**src/rtl/stl_pkg.sv**
```systemverilog
`default_nettype none

package stl_pkg;

  // Character codes
  localparam logic [7:0] CH_TAB    = 8'h09;
  localparam logic [7:0] CH_CR     = 8'h0D;
  localparam logic [7:0] CH_SPACE  = 8'h20;
  localparam logic [7:0] CH_QUOTE  = 8'h27;
  localparam logic [7:0] CH_LPAREN = 8'h28;
  localparam logic [7:0] CH_RPAREN = 8'h29;
  localparam logic [7:0] CH_STAR   = 8'h2A;
  localparam logic [7:0] CH_COMMA  = 8'h2C;
  localparam logic [7:0] CH_DOT    = 8'h2E;
  localparam logic [7:0] CH_ZERO   = 8'h30;
  localparam logic [7:0] CH_NINE   = 8'h39;
  localparam logic [7:0] CH_SEMI   = 8'h3B;
  localparam logic [7:0] CH_EQUALS = 8'h3D;
  localparam logic [7:0] CASE_GAP  = 8'd32;

  // Token kinds
  localparam logic [4:0] KIND_IDENT  = 5'd22;
  localparam logic [4:0] KIND_STRING = 5'd23;
  localparam logic [4:0] KIND_INT    = 5'd24;
  localparam logic [4:0] KIND_FLOAT  = 5'd25;
  localparam logic [4:0] KIND_STAR   = 5'd26;
  localparam logic [4:0] KIND_COMMA  = 5'd27;
  localparam logic [4:0] KIND_SEMI   = 5'd28;
  localparam logic [4:0] KIND_LPAREN = 5'd29;
  localparam logic [4:0] KIND_RPAREN = 5'd30;
  localparam logic [4:0] KIND_EQUALS = 5'd31;

  // Keyword table, text left-justified and zero padded
  localparam int NUM_KW     = 22;
  localparam int KW_MAX_LEN = 9;

  typedef logic [8*KW_MAX_LEN-1:0] kw_text_t;

  localparam kw_text_t KW_TEXT [NUM_KW] = '{
    {"database", 8'h00}, {"show", 40'h0}, {"databases"}, {"use", 48'h0},
    {"select", 24'h0}, {"insert", 24'h0}, {"values", 24'h0}, {"from", 40'h0},
    {"into", 40'h0}, {"create", 24'h0}, {"table", 32'h0}, {"int", 48'h0},
    {"text", 40'h0}, {"float", 32'h0}, {"null", 40'h0}, {"primary", 16'h0},
    {"key", 48'h0}, {"unique", 24'h0}, {"delete", 24'h0}, {"update", 24'h0},
    {"set", 48'h0}, {"where", 32'h0}
  };

  localparam logic [3:0] KW_LEN [NUM_KW] = '{
    4'd8, 4'd4, 4'd9, 4'd3, 4'd6, 4'd6, 4'd6, 4'd4, 4'd4, 4'd6, 4'd5,
    4'd3, 4'd4, 4'd5, 4'd4, 4'd7, 4'd3, 4'd6, 4'd6, 4'd6, 4'd3, 4'd5
  };

  // Lexer modes
  typedef enum logic [2:0] {
    MODE_IDLE = 3'b001,
    MODE_WORD = 3'b010,
    MODE_STR  = 3'b100
  } mode_t;

  typedef struct packed {
    logic [4:0]  kind;
    logic [15:0] start;
    logic [15:0] length;
    logic        err;
    logic        last;
  } result_t;

  localparam int QUEUE_DEPTH = 4;

endpackage

`default_nettype wire

```
**src/rtl/stl_in_if.sv**
```systemverilog
`default_nettype none

interface stl_in_if;
  logic       valid;
  logic       ready;
  logic [7:0] char_code;
  logic       end_of_input;

  modport source (output valid, output char_code, output end_of_input, input ready);
  modport sink   (input valid, input char_code, input end_of_input, output ready);
endinterface

`default_nettype wire

```
**src/rtl/stl_out_if.sv**
```systemverilog
`default_nettype none

interface stl_out_if;
  logic        valid;
  logic        ready;
  logic [4:0]  token_kind;
  logic [15:0] token_start;
  logic [15:0] token_length;
  logic        error_flag;
  logic        last_of_run;

  modport source (output valid, output token_kind, output token_start, output token_length,
                  output error_flag, output last_of_run, input ready);
  modport sink   (input valid, input token_kind, input token_start, input token_length,
                  input error_flag, input last_of_run, output ready);
endinterface

`default_nettype wire

```
**src/rtl/sql_token_lexer_unit.sv**
```systemverilog
// SQL token lexer. Takes one statement byte per input transfer (end_of_input
// on the final byte) and reports each token as kind, start position and
// length. A byte is taken every cycle while the input is ready; it is classified by
// combinational logic (whitespace, symbol, quote, keyword compare on the buffered word
// prefix) and its zero, one or two tokens are written into a four-entry result queue
// in the same cycle. The queue drains one token per cycle while the output is ready,
// and the input stays ready while at least two queue slots are free, so a stream of
// bytes runs at one byte per cycle except where the queue fills; a symbol that closes
// a word yields two tokens. Positions and lengths saturate at 2^POSITION_BITS - 1
// and are reported in their low 16 bits; the position restarts at zero after each
// end of statement.
`default_nettype none

module sql_token_lexer_unit #(
  parameter int POSITION_BITS = 16,
  parameter int KEYWORD_CHARS = 9
) (
  input  logic      clk,
  input  logic      rst_n,
  stl_in_if.sink    in_chan,
  stl_out_if.source out_chan
);

  localparam int P     = POSITION_BITS;
  localparam int EXT_W = 33;
  localparam int QD    = stl_pkg::QUEUE_DEPTH;
  localparam int QA    = $clog2(QD);

  typedef logic [P-1:0] pos_t;

  // saturating increment of a position or length
  function automatic pos_t sat_inc(input pos_t v);
    return (v == '1) ? v : v + pos_t'(1);
  endfunction

  function automatic logic [EXT_W-1:0] ext(input pos_t v);
    return {{(EXT_W-P){1'b0}}, v};
  endfunction

  // lexer state
  stl_pkg::mode_t mode_r, mode_nxt;
  pos_t           pos_r, start_r, start_nxt, len_r, len_nxt, add_base;
  logic           digit_r, digit_nxt, dot_r, dot_nxt;
  logic [7:0]     prefix_r   [KEYWORD_CHARS];
  logic [7:0]     prefix_nxt [KEYWORD_CHARS];

  // classification of the incoming byte
  logic [7:0] ch;
  logic       eoi, is_space, is_quote, sym_hit, add_char;
  logic [4:0] sym_kind, word_kind;
  logic       emit_word, emit_sym, emit_str, eoi_word, eoi_str;
  logic       in_fire;

  stl_pkg::result_t res0, res1;
  logic             res0_v, res1_v;

  // result queue
  stl_pkg::result_t q_r [QD];
  logic [QA-1:0]    head_r, tail_r;
  logic [QA:0]      count_r;
  logic             pop;
  logic [QA:0]      n_push;

  assign ch       = in_chan.char_code;
  assign eoi      = in_chan.end_of_input;
  assign in_fire  = in_chan.valid && in_chan.ready;
  assign is_space = (ch == stl_pkg::CH_SPACE) ||
                    (ch >= stl_pkg::CH_TAB && ch <= stl_pkg::CH_CR);
  assign is_quote = (ch == stl_pkg::CH_QUOTE);

  always_comb begin
    sym_hit  = 1'b1;
    sym_kind = stl_pkg::KIND_STAR;
    case (ch)
      stl_pkg::CH_STAR:   sym_kind = stl_pkg::KIND_STAR;
      stl_pkg::CH_COMMA:  sym_kind = stl_pkg::KIND_COMMA;
      stl_pkg::CH_SEMI:   sym_kind = stl_pkg::KIND_SEMI;
      stl_pkg::CH_LPAREN: sym_kind = stl_pkg::KIND_LPAREN;
      stl_pkg::CH_RPAREN: sym_kind = stl_pkg::KIND_RPAREN;
      stl_pkg::CH_EQUALS: sym_kind = stl_pkg::KIND_EQUALS;
      default:            sym_hit  = 1'b0;
    endcase
  end

  // next lexer state for this byte, before the end-of-statement clear
  always_comb begin
    mode_nxt  = mode_r;
    start_nxt = start_r;
    len_nxt   = len_r;
    digit_nxt = digit_r;
    dot_nxt   = dot_r;
    add_char  = 1'b0;
    emit_word = 1'b0;
    emit_sym  = 1'b0;
    emit_str  = 1'b0;
    case (mode_r)
      stl_pkg::MODE_IDLE: begin
        if (is_space) begin
          mode_nxt = stl_pkg::MODE_IDLE;
        end else if (sym_hit) begin
          emit_sym = 1'b1;
        end else if (is_quote) begin
          mode_nxt  = stl_pkg::MODE_STR;
          start_nxt = pos_r;
          len_nxt   = '0;
        end else begin
          mode_nxt  = stl_pkg::MODE_WORD;
          start_nxt = pos_r;
          len_nxt   = '0;
          dot_nxt   = 1'b0;
          digit_nxt = (ch >= stl_pkg::CH_ZERO) && (ch <= stl_pkg::CH_NINE);
          add_char  = 1'b1;
        end
      end
      stl_pkg::MODE_WORD: begin
        if (is_space || sym_hit) begin
          emit_word = 1'b1;
          emit_sym  = sym_hit;
          mode_nxt  = stl_pkg::MODE_IDLE;
        end else begin
          add_char = 1'b1;
        end
      end
      stl_pkg::MODE_STR: begin
        if (is_quote) begin
          emit_str = 1'b1;
          mode_nxt = stl_pkg::MODE_IDLE;
        end else begin
          len_nxt = sat_inc(len_r);
        end
      end
      default: mode_nxt = stl_pkg::MODE_IDLE;
    endcase
    add_base = len_nxt;
    if (add_char) begin
      if (ch == stl_pkg::CH_DOT) dot_nxt = 1'b1;
      len_nxt = sat_inc(len_nxt);
    end
  end

  // buffer the first KEYWORD_CHARS bytes of the word
  always_comb begin
    for (int i = 0; i < KEYWORD_CHARS; i++) begin
      prefix_nxt[i] = (add_char && ext(add_base) == EXT_W'(i)) ? ch : prefix_r[i];
    end
  end

  // keyword compare on the updated word; lowest keyword index wins
  always_comb begin
    logic lo_ok, up_ok;
    logic [7:0] kc;
    word_kind = digit_nxt ? (dot_nxt ? stl_pkg::KIND_FLOAT : stl_pkg::KIND_INT)
                          : stl_pkg::KIND_IDENT;
    for (int k = stl_pkg::NUM_KW - 1; k >= 0; k--) begin
      lo_ok = (ext(len_nxt) == EXT_W'(stl_pkg::KW_LEN[k]));
      up_ok = lo_ok;
      for (int i = 0; i < stl_pkg::KW_MAX_LEN; i++) begin
        kc = stl_pkg::KW_TEXT[k][8*stl_pkg::KW_MAX_LEN-1-8*i -: 8];
        if (i < int'(stl_pkg::KW_LEN[k])) begin
          if (prefix_nxt[i] != kc) lo_ok = 1'b0;
          if (prefix_nxt[i] != kc - stl_pkg::CASE_GAP) up_ok = 1'b0;
        end
      end
      if (lo_ok || up_ok) word_kind = 5'(k);
    end
  end

  // assemble up to two tokens: a closed word or string first, then a symbol
  assign eoi_word = eoi && (mode_nxt == stl_pkg::MODE_WORD);
  assign eoi_str  = eoi && (mode_nxt == stl_pkg::MODE_STR);

  always_comb begin
    res0_v = emit_word || emit_str || emit_sym || eoi_word || eoi_str;
    res1_v = emit_word && emit_sym;
    res0   = '{kind: word_kind, start: 16'(start_nxt), length: 16'(len_nxt),
               err: 1'b0, last: 1'b0};
    if (emit_str || eoi_str) begin
      res0.kind = stl_pkg::KIND_STRING;
      res0.err  = eoi_str;
    end else if (emit_sym && !emit_word) begin
      res0.kind   = sym_kind;
      res0.start  = 16'(pos_r);
      res0.length = 16'd1;
    end
    res0.last = !res1_v;
    res1 = '{kind: sym_kind, start: 16'(pos_r), length: 16'd1, err: 1'b0, last: 1'b1};
  end

  // lexer registers: advance on each input transfer, restart after end of statement
  always_ff @(posedge clk) begin
    if (!rst_n) begin
      mode_r  <= stl_pkg::MODE_IDLE;
      pos_r   <= '0;
      start_r <= '0;
      len_r   <= '0;
      digit_r <= 1'b0;
      dot_r   <= 1'b0;
    end else if (in_fire) begin
      start_r <= start_nxt;
      len_r   <= len_nxt;
      if (eoi) begin
        mode_r  <= stl_pkg::MODE_IDLE;
        pos_r   <= '0;
        digit_r <= 1'b0;
        dot_r   <= 1'b0;
      end else begin
        mode_r  <= mode_nxt;
        pos_r   <= sat_inc(pos_r);
        digit_r <= digit_nxt;
        dot_r   <= dot_nxt;
      end
    end
  end

  always_ff @(posedge clk) begin
    if (in_fire) begin
      for (int i = 0; i < KEYWORD_CHARS; i++) prefix_r[i] <= prefix_nxt[i];
    end
  end

  // result queue: push up to two per transfer, drain one per cycle while the output is ready
  assign pop    = out_chan.valid && out_chan.ready;
  assign n_push = in_fire ? ((QA+1)'(res0_v) + (QA+1)'(res1_v)) : '0;

  always_ff @(posedge clk) begin
    for (int e = 0; e < QD; e++) begin
      if (in_fire && res0_v && tail_r == QA'(e)) begin
        q_r[e] <= res0;
      end else if (in_fire && res1_v && QA'(tail_r + QA'(1)) == QA'(e)) begin
        q_r[e] <= res1;
      end
    end
  end

  always_ff @(posedge clk) begin
    if (!rst_n) begin
      head_r  <= '0;
      tail_r  <= '0;
      count_r <= '0;
    end else begin
      tail_r  <= tail_r + n_push[QA-1:0];
      head_r  <= head_r + QA'(pop);
      count_r <= count_r + n_push - (QA+1)'(pop);
    end
  end

  // hold input while fewer than two slots are free
  assign in_chan.ready = (count_r <= (QA+1)'(QD - 2));

  assign out_chan.valid        = (count_r != '0);
  assign out_chan.token_kind   = q_r[head_r].kind;
  assign out_chan.token_start  = q_r[head_r].start;
  assign out_chan.token_length = q_r[head_r].length;
  assign out_chan.error_flag   = q_r[head_r].err;
  assign out_chan.last_of_run  = q_r[head_r].last;

endmodule

`default_nettype wire

```
**src/flat_wrapper.sv**
```systemverilog
// flat-port wrapper written by rule: the top's interface ports become plain ports
module sql_token_lexer_unit_flat 
#(
  parameter int POSITION_BITS = 16,
  parameter int KEYWORD_CHARS = 9
)
  (clk, rst_n, in_chan_valid, in_chan_char_code, in_chan_end_of_input, in_chan_ready, out_chan_valid, out_chan_token_kind, out_chan_token_start, out_chan_token_length, out_chan_error_flag, out_chan_last_of_run, out_chan_ready);
  stl_in_if in_chan_i ();
  stl_out_if out_chan_i ();
  input  logic clk;
  input  logic rst_n;
  input wire logic [$bits(in_chan_i.valid)-1:0] in_chan_valid;
  input wire logic [$bits(in_chan_i.char_code)-1:0] in_chan_char_code;
  input wire logic [$bits(in_chan_i.end_of_input)-1:0] in_chan_end_of_input;
  output wire logic [$bits(in_chan_i.ready)-1:0] in_chan_ready;
  output wire logic [$bits(out_chan_i.valid)-1:0] out_chan_valid;
  output wire logic [$bits(out_chan_i.token_kind)-1:0] out_chan_token_kind;
  output wire logic [$bits(out_chan_i.token_start)-1:0] out_chan_token_start;
  output wire logic [$bits(out_chan_i.token_length)-1:0] out_chan_token_length;
  output wire logic [$bits(out_chan_i.error_flag)-1:0] out_chan_error_flag;
  output wire logic [$bits(out_chan_i.last_of_run)-1:0] out_chan_last_of_run;
  input wire logic [$bits(out_chan_i.ready)-1:0] out_chan_ready;
  assign in_chan_i.valid = in_chan_valid;
  assign in_chan_i.char_code = in_chan_char_code;
  assign in_chan_i.end_of_input = in_chan_end_of_input;
  assign in_chan_ready = in_chan_i.ready;
  assign out_chan_valid = out_chan_i.valid;
  assign out_chan_token_kind = out_chan_i.token_kind;
  assign out_chan_token_start = out_chan_i.token_start;
  assign out_chan_token_length = out_chan_i.token_length;
  assign out_chan_error_flag = out_chan_i.error_flag;
  assign out_chan_last_of_run = out_chan_i.last_of_run;
  assign out_chan_i.ready = out_chan_ready;
  sql_token_lexer_unit #(.POSITION_BITS(POSITION_BITS), .KEYWORD_CHARS(KEYWORD_CHARS)) u_core (.clk(clk), .rst_n(rst_n), .in_chan(in_chan_i), .out_chan(out_chan_i));
endmodule
```
**config.mk**
```make
export PLATFORM = sky130hd
export DESIGN_NAME = sql_token_lexer_unit_flat
export DESIGN_NICKNAME = d
export VERILOG_FILES = /design/src/rtl/stl_pkg.sv /design/src/rtl/stl_in_if.sv /design/src/rtl/stl_out_if.sv /design/src/rtl/sql_token_lexer_unit.sv /design/src/flat_wrapper.sv
export SDC_FILE = /design/constraint.sdc
export NUM_CORES = 1
export LEC_CHECK = 0
export BUFFER_PORTS_ARGS = -buffer_cell sky130_fd_sc_hd__buf_2
export CORE_UTILIZATION = 41
export CTS_CLUSTER_SIZE = 20
export DETAILED_ROUTE_END_ITERATION = 10
export PLACE_DENSITY = 0.58
export SETUP_SLACK_MARGIN = 0.3
export SYNTH_ARGS = -nofsm -noshare
export SYNTH_HDL_FRONTEND = slang
export SYNTH_SLANG_ARGS = --single-unit
```
**constraint.sdc**
```tcl
create_clock -name clk -period 5.8 [get_ports clk]
set_input_delay 0 -clock clk [delete_from_list [all_inputs] [get_ports clk]]
set_output_delay 0 -clock clk [all_outputs]
set_load 0.005 [all_outputs]
```
After elaboration in Yosys (flattened, before gate mapping)
Memory sizes are Yosys's and may differ from the RTL's. A register that Yosys moved wholly into a read port is not among the register bits. Index checks and enable logic that the tools add are counted.

Register bits after elaboration: 60. Bits in writable memories: 228. Bits of input ports: 13. Output and inout bits: 41. Word-level logic and storage cells: 589. Memories kept: 2.

Memories: u_core.q_r (words 4, bits a word 39, rd ports 1, clocked after Yosys merged registers in 1, wr ports 2, line sql_token_lexer_unit.sv:58) `stl_pkg::result_t q_r [QD];`; u_core.prefix_r (words 9, bits a word 8, rd ports 9, clocked after Yosys merged registers in 0, wr ports 9, line sql_token_lexer_unit.sv:44) `logic [7:0] prefix_r [KEYWORD_CHARS];`.

$add $sub $neg: 9. Order comparisons: 5. Equal/unequal tests: 153. Mux-type cells: 341. Bitwise logic cells: 4. Reduce and logical (&&, ||, !) cells: 66.

Operator list (number): inequality test 8 x 7 -> 1 bit (second input constant) (114); 2-to-1 mux 1 bit (274); 2-to-1 mux 39 bit (6); 2-to-1 mux 16 bit (11); equality test 16 x 3 -> 1 bit (second input constant) (8); 2-to-1 mux 5 bit (24); OR reduction 39 bit (2); equality test 8 x 6 -> 1 bit (second input constant) (9); 2-to-1 mux 8 bit (9); adder 16 x 1 -> 16 bit (second input constant) (3); equality test 16 bit (second input constant) (3); equality test 16 x 2 -> 1 bit (second input constant) (3); equality test 16 x 4 -> 1 bit (second input constant) (3); 2-to-1 mux 37 bit (1); 2-to-1 mux 32 bit (1); one-hot mux 16 bit (2 select lines) (1); logical OR 1 bit (29); logical AND 1 bit (27); 2-to-1 mux 3 bit (7); equality test 16 x 1 -> 1 bit (second input constant) (1); zero test 16 bit (1); one-hot mux 3 bit (5 select lines) (1); one-hot mux 3 bit (3 select lines) (1); equality test 2 bit (second input constant) (4); 24 further kinds (35).

Logic depth before layout (Yosys ltp)
Depth after elaboration: 42. Gate-level depth with buffers: 24. Gate-level depth less buffers: 20.

Worst setup path after synthesis
No wires, ideal clock.

Path kind: register to register. Start point: register u_core.len_r[0]. End point: memory u_core.q_r[0][36] in the netlist's numbering (data pin). Setup time: 276 ps. Data arrival time: 5582 ps. Data required time: 5524 ps. Path slack: -57 ps. Stages on the path, launching flop included: 22. Buffers on the path: 2. Clock period less this slack: 5857 ps. Cell sequence: dfxtp_1 ha_1 nand3_1 nor4_1 nor2_1 xnor2_1 or2_2 clkbuf_1 inv_1 ha_1 and4_1 and3_1 nand4_1 nor2_1 clkbuf_1 mux2_2 and4_1 o2111a_1 a2111oi_0 o21ai_1 a21oi_1 a32oi_1.

RTL lines: start, declared (line sql_token_lexer_unit.sv:42) `pos_t pos_r, start_r, start_nxt, len_r, len_nxt, add_base;`; start signal, assigned (line sql_token_lexer_unit.sv:200) `len_r <= len_nxt;`; end, declared (line sql_token_lexer_unit.sv:58).

==> results.md <==
- The analysis attributes to cell leakage a power of 8.412 nW.
- The final RePlAce weighted congestion is 1.024.
- The initial antenna violation count is 1.
- The tree built by TritonCTS fans out to 288 sinks.
- The required time at the endpoint of the critical path is between 6 and 7 ns.
- Setup repair after global routing left no endpoint under its margin.
- The number of nets handed over by synthesis was 2024.
- Dividing the final minimum period by the clock period gives 94.83%.
- Input and output buffers added on the ports amount to 53.
- In this run the horizontal extent of the chip is approximately 220 microns.
- After synthesis the cells add up to 0.01863 sq mm.
- On the critical path, the stage with the largest delay is an instance of nor4_4.
- The final-report max-slew violation count is 0.
- For this run, the top clock speed supported by timing is 0.1818 GHz.
- The maximum number of pins on one net before global-route repair is 72.
- The main flop type after synthesis is edfxtp_1.
- Between clock sinks in the finished design, the worst skew comes to 0.03430 ns.
- In this run the cell area measured after placement is 0.02139 sq mm.
- The share of Yosys cell area claimed by the top area cell type is between 30 and 40%.
- The post-route netlist has 28.61% of its cells at a drive strength greater than 1.
- In the global route stage, overall resource usage came out at around 34%.
- The overall power is around 6.7 mW.
- Dividing the detail-routed wire length by the instance count gives 27.27 microns.
- The final hold violation count came to 0.
- After global routing the overflow that remains totals 0.
- For the worst-skew pair, the clock arrives at the later sink with an insertion delay of 0.57 ns.
- The end-of-flow core utilization is 52.26%.
- The portion of the post-synthesis area used by sequential elements is ~42%.
- The Yosys warning count is 0.
- IR analysis of the VDD net gives a maximum drop of roughly 0.33 mV.
- At the pin with the least slew margin, the transition time is 1.316 ns.
- The pre-antenna-repair detailed-routing pass consisted of 8 iterations.
- The average vias per placed instance is 6.280.
- The CTS clock-pin slew for the worst setup and hold paths is about 0.06 ns.
- The global-route wire length before repair is between 100 and 150 mm.
- Prior to clock tree synthesis, the placed netlist has a worst setup slack of -0.06687 ns.
- The startpoint-to-endpoint class of the critical path is register to register.
- Row generation in the floorplan step produced 77 rows.
- In this run the tightest slew margin relative to its limit is 12.05%.
- The H-tree was split into 2 levels.
- Setup slack on the critical path of the routed design comes to 0.2997 ns.
- 54 I/O pins were placed.
- On the worst path, the slowest cell contributes a delay of 0.41 ns.
- The worst endpoint data arrival time is 5.74 ns.
- The source of the worst register-to-register timing path is u_core.len_r[15].
- The largest total area in the synthesized netlist belongs to edfxtp_1.
- The worst hold path passes through 3 cells.
- The maximum clock insertion buffer count is 3.
- The worst register-to-register path has a depth of 25.
- The via count is between 15000 and 20000.
- STA classifies the critical path startpoint as a register.
- The average instance in the mapped netlist occupies 9.325 sq um.
- The area inside the core boundary is 0.04451 sq mm.
- The setup check on the worst reg-to-reg path leaves a slack of around 0.30 ns.
- The final routed wirelength across all metal layers is 78.98 mm.
- The wire-length estimate of the detail-placed layout is roughly 60 mm.
- Clock tree synthesis inserted a total of 34 buffers.
- The effective utilization at floorplan is 41.86%.
- The total power divided by cell area is 286.0 mW/mm^2.
- The most frequent cell on the critical path is buf_4.
- By area the synthesized netlist is led by edfxtp_1 34%, dfxtp_1 8.6%, nand2_1 5.1%, mux4_2 4.7%, mux2_2 4.4%.
- The proportion of register bits with asynchronous set or reset after synthesis is 0%.
- After synthesis the netlist holds a flip-flop and latch count of around 290.
- The number of global-route vias before repair is 17580.
- The gate count after technology mapping is 1998.
- The number of distinct standard cells referenced by the synthesized netlist is 93.
- In this run the worst path has a maximum fanout of 5.
- The number of synthesized flops with an enable pin is between 200 and 250.
- For this block, the initial DRC count from the detailed router was 1839.
- After the last flow step, the layout net total stands at 2303.
- The area enclosed by the die boundary is 0.04630 sq mm.
- The class of the tightest hold or removal check is primary input to register.
- Among all cell types in the netlist, the one instantiated most often is nand2_1.
- The endpoint kind of the worst setup timing path is a register.
- The number of violations of the max-capacitance limit is 0.
- The floorplan die height is 215.2 microns.
- The CTS root buffer is clkbuf_16.
- Setup violations remaining at the end of the flow were counted as 0.
- The CTS tree is yes.
- The post-route minimum period is ~5.5 ns.
- The design area is 0.02326 sq mm.
- The start point of the critical path is u_core.len_r[15].
- The start point of the worst hold path is rst_n.
- The number of nets with antenna violations after routing is 0.
- The remaining design rule violation count is 0.
- The layout overhead on the synthesized area is 24.86%.
- The commonest cells after synthesis are 254 x nand2_1, 208 x edfxtp_1, 189 x nor2_1.
- The run finished with clean final reports.
[per-stage QoR]
stage / hold WS [ns] / cells / setup TNS [ns]
floorplan: 0.1716 / 1998 / 0
global placement: 0.4428 / 2801 / -0.2809
detailed placement: 0.4633 / 2801 / -0.3460
CTS: 0.02326 / 2872 / 0
global route: 0.04968 / 2895 / 0
finish: 0.03192 / 2896 / 0
[worst paths after layout]
path | endpoint
worst min-delay path | u_core.start_r[12]
worst min register to register | u_core.q_r[2][6]
worst max register to register | u_core.q_r[1][35]
worst max-delay path | u_core.q_r[1][35]
[critical path, delay by kind of cell (launching register included)]
kind                       cells  cell delay (ns)
buffers and inverters          8             1.29
and+or+nand+nor               10             2.07
adders and majority gates      1             0.19
xor gates and xnor gates       1             0.14
muxes                          1             0.12
DFF                            1             0.36
AOI/OAI and AO/OA              4             0.98
[repair_timing]
action                                 in CTS  in global routing
setup endpoints to repair                  19                 20
gates resized for setup                    30                 86
endpoints found under the hold margin      14                  0
buffers inserted                            4                 23
hold buffers                                5                  0
pin swaps                                   6                 33
[power breakdown]
group	switching (mW)	internal, mW	leakage [nW]
combinational	1.15	0.747	5.31
clock	0.894	1.23	0.530
sequential	0.166	2.47	2.58
total	2.21	4.45	8.41
[sequential cells by signal, indices dropped and copies added, names as in the netlist, 2 cells and up]
register / count
u_core.start_r: 16
u_core.tail_r: 2
u_core.mode_r: 3
u_core.count_r: 3
u_core.prefix_r: 72
u_core.pos_r: 16
u_core.q_r: 156
u_core.head_r: 2
u_core.len_r: 16
[final cells by class]
class | instances | area [sq um]
antenna | 1 | 2.502
clock inverter | 15 | 162.7
timing repair buffer | 366 | 2738
sequential | 288 | 7871
multi-input combinational | 1547 | 10670
inverter | 40 | 151.4
clock buffer | 47 | 930.9
fill | 4135 | 21250
tap | 592 | 740.7
[cell families (layout without fill, tap and decap cells)]
logic type                 after synthesis  in the layout  share of synthesized area (%)
and+or+nand+nor                        927            927                          25.19
AOI/OAI and AO/OA                      452            452                          17.00
DFF                                    288            288                          42.12
buffers and inverters                  163            468                          3.486
muxes                                  134            134                          10.30
xor gates and xnor gates                21             21                         0.9872
adders and majority gates               13             13                         0.9133
other                                    0              1                              0
[cells in the final DEF, fill, tap and decap left out, drive strengths merged, types with 48 or more instances in the layout]
master,synthesis,layout
buf,29,361
nand2,254,254
edfxtp,208,208
nor2,189,189
o21ai,116,116
nand3,99,99
dfxtp,80,80
nor3,78,78
mux2,72,72
a21oi,67,67
nor4,49,49
nand4,48,48
[layer usage]
| metal | GRT usage [%] | up-vias | wire (microns) |
|---|---|---|---|
| met1 | 42.22 | 8932 | 32190 |
| met5 | 0 | - | 0 |
| li1 | - | 8243 | - |
| met4 | 19.22 | 0 | 4828 |
| met3 | 5.152 | 216 | 5104 |
| met2 | 55.04 | 797 | 36850 |
Power figures use the tool's default switching activity.
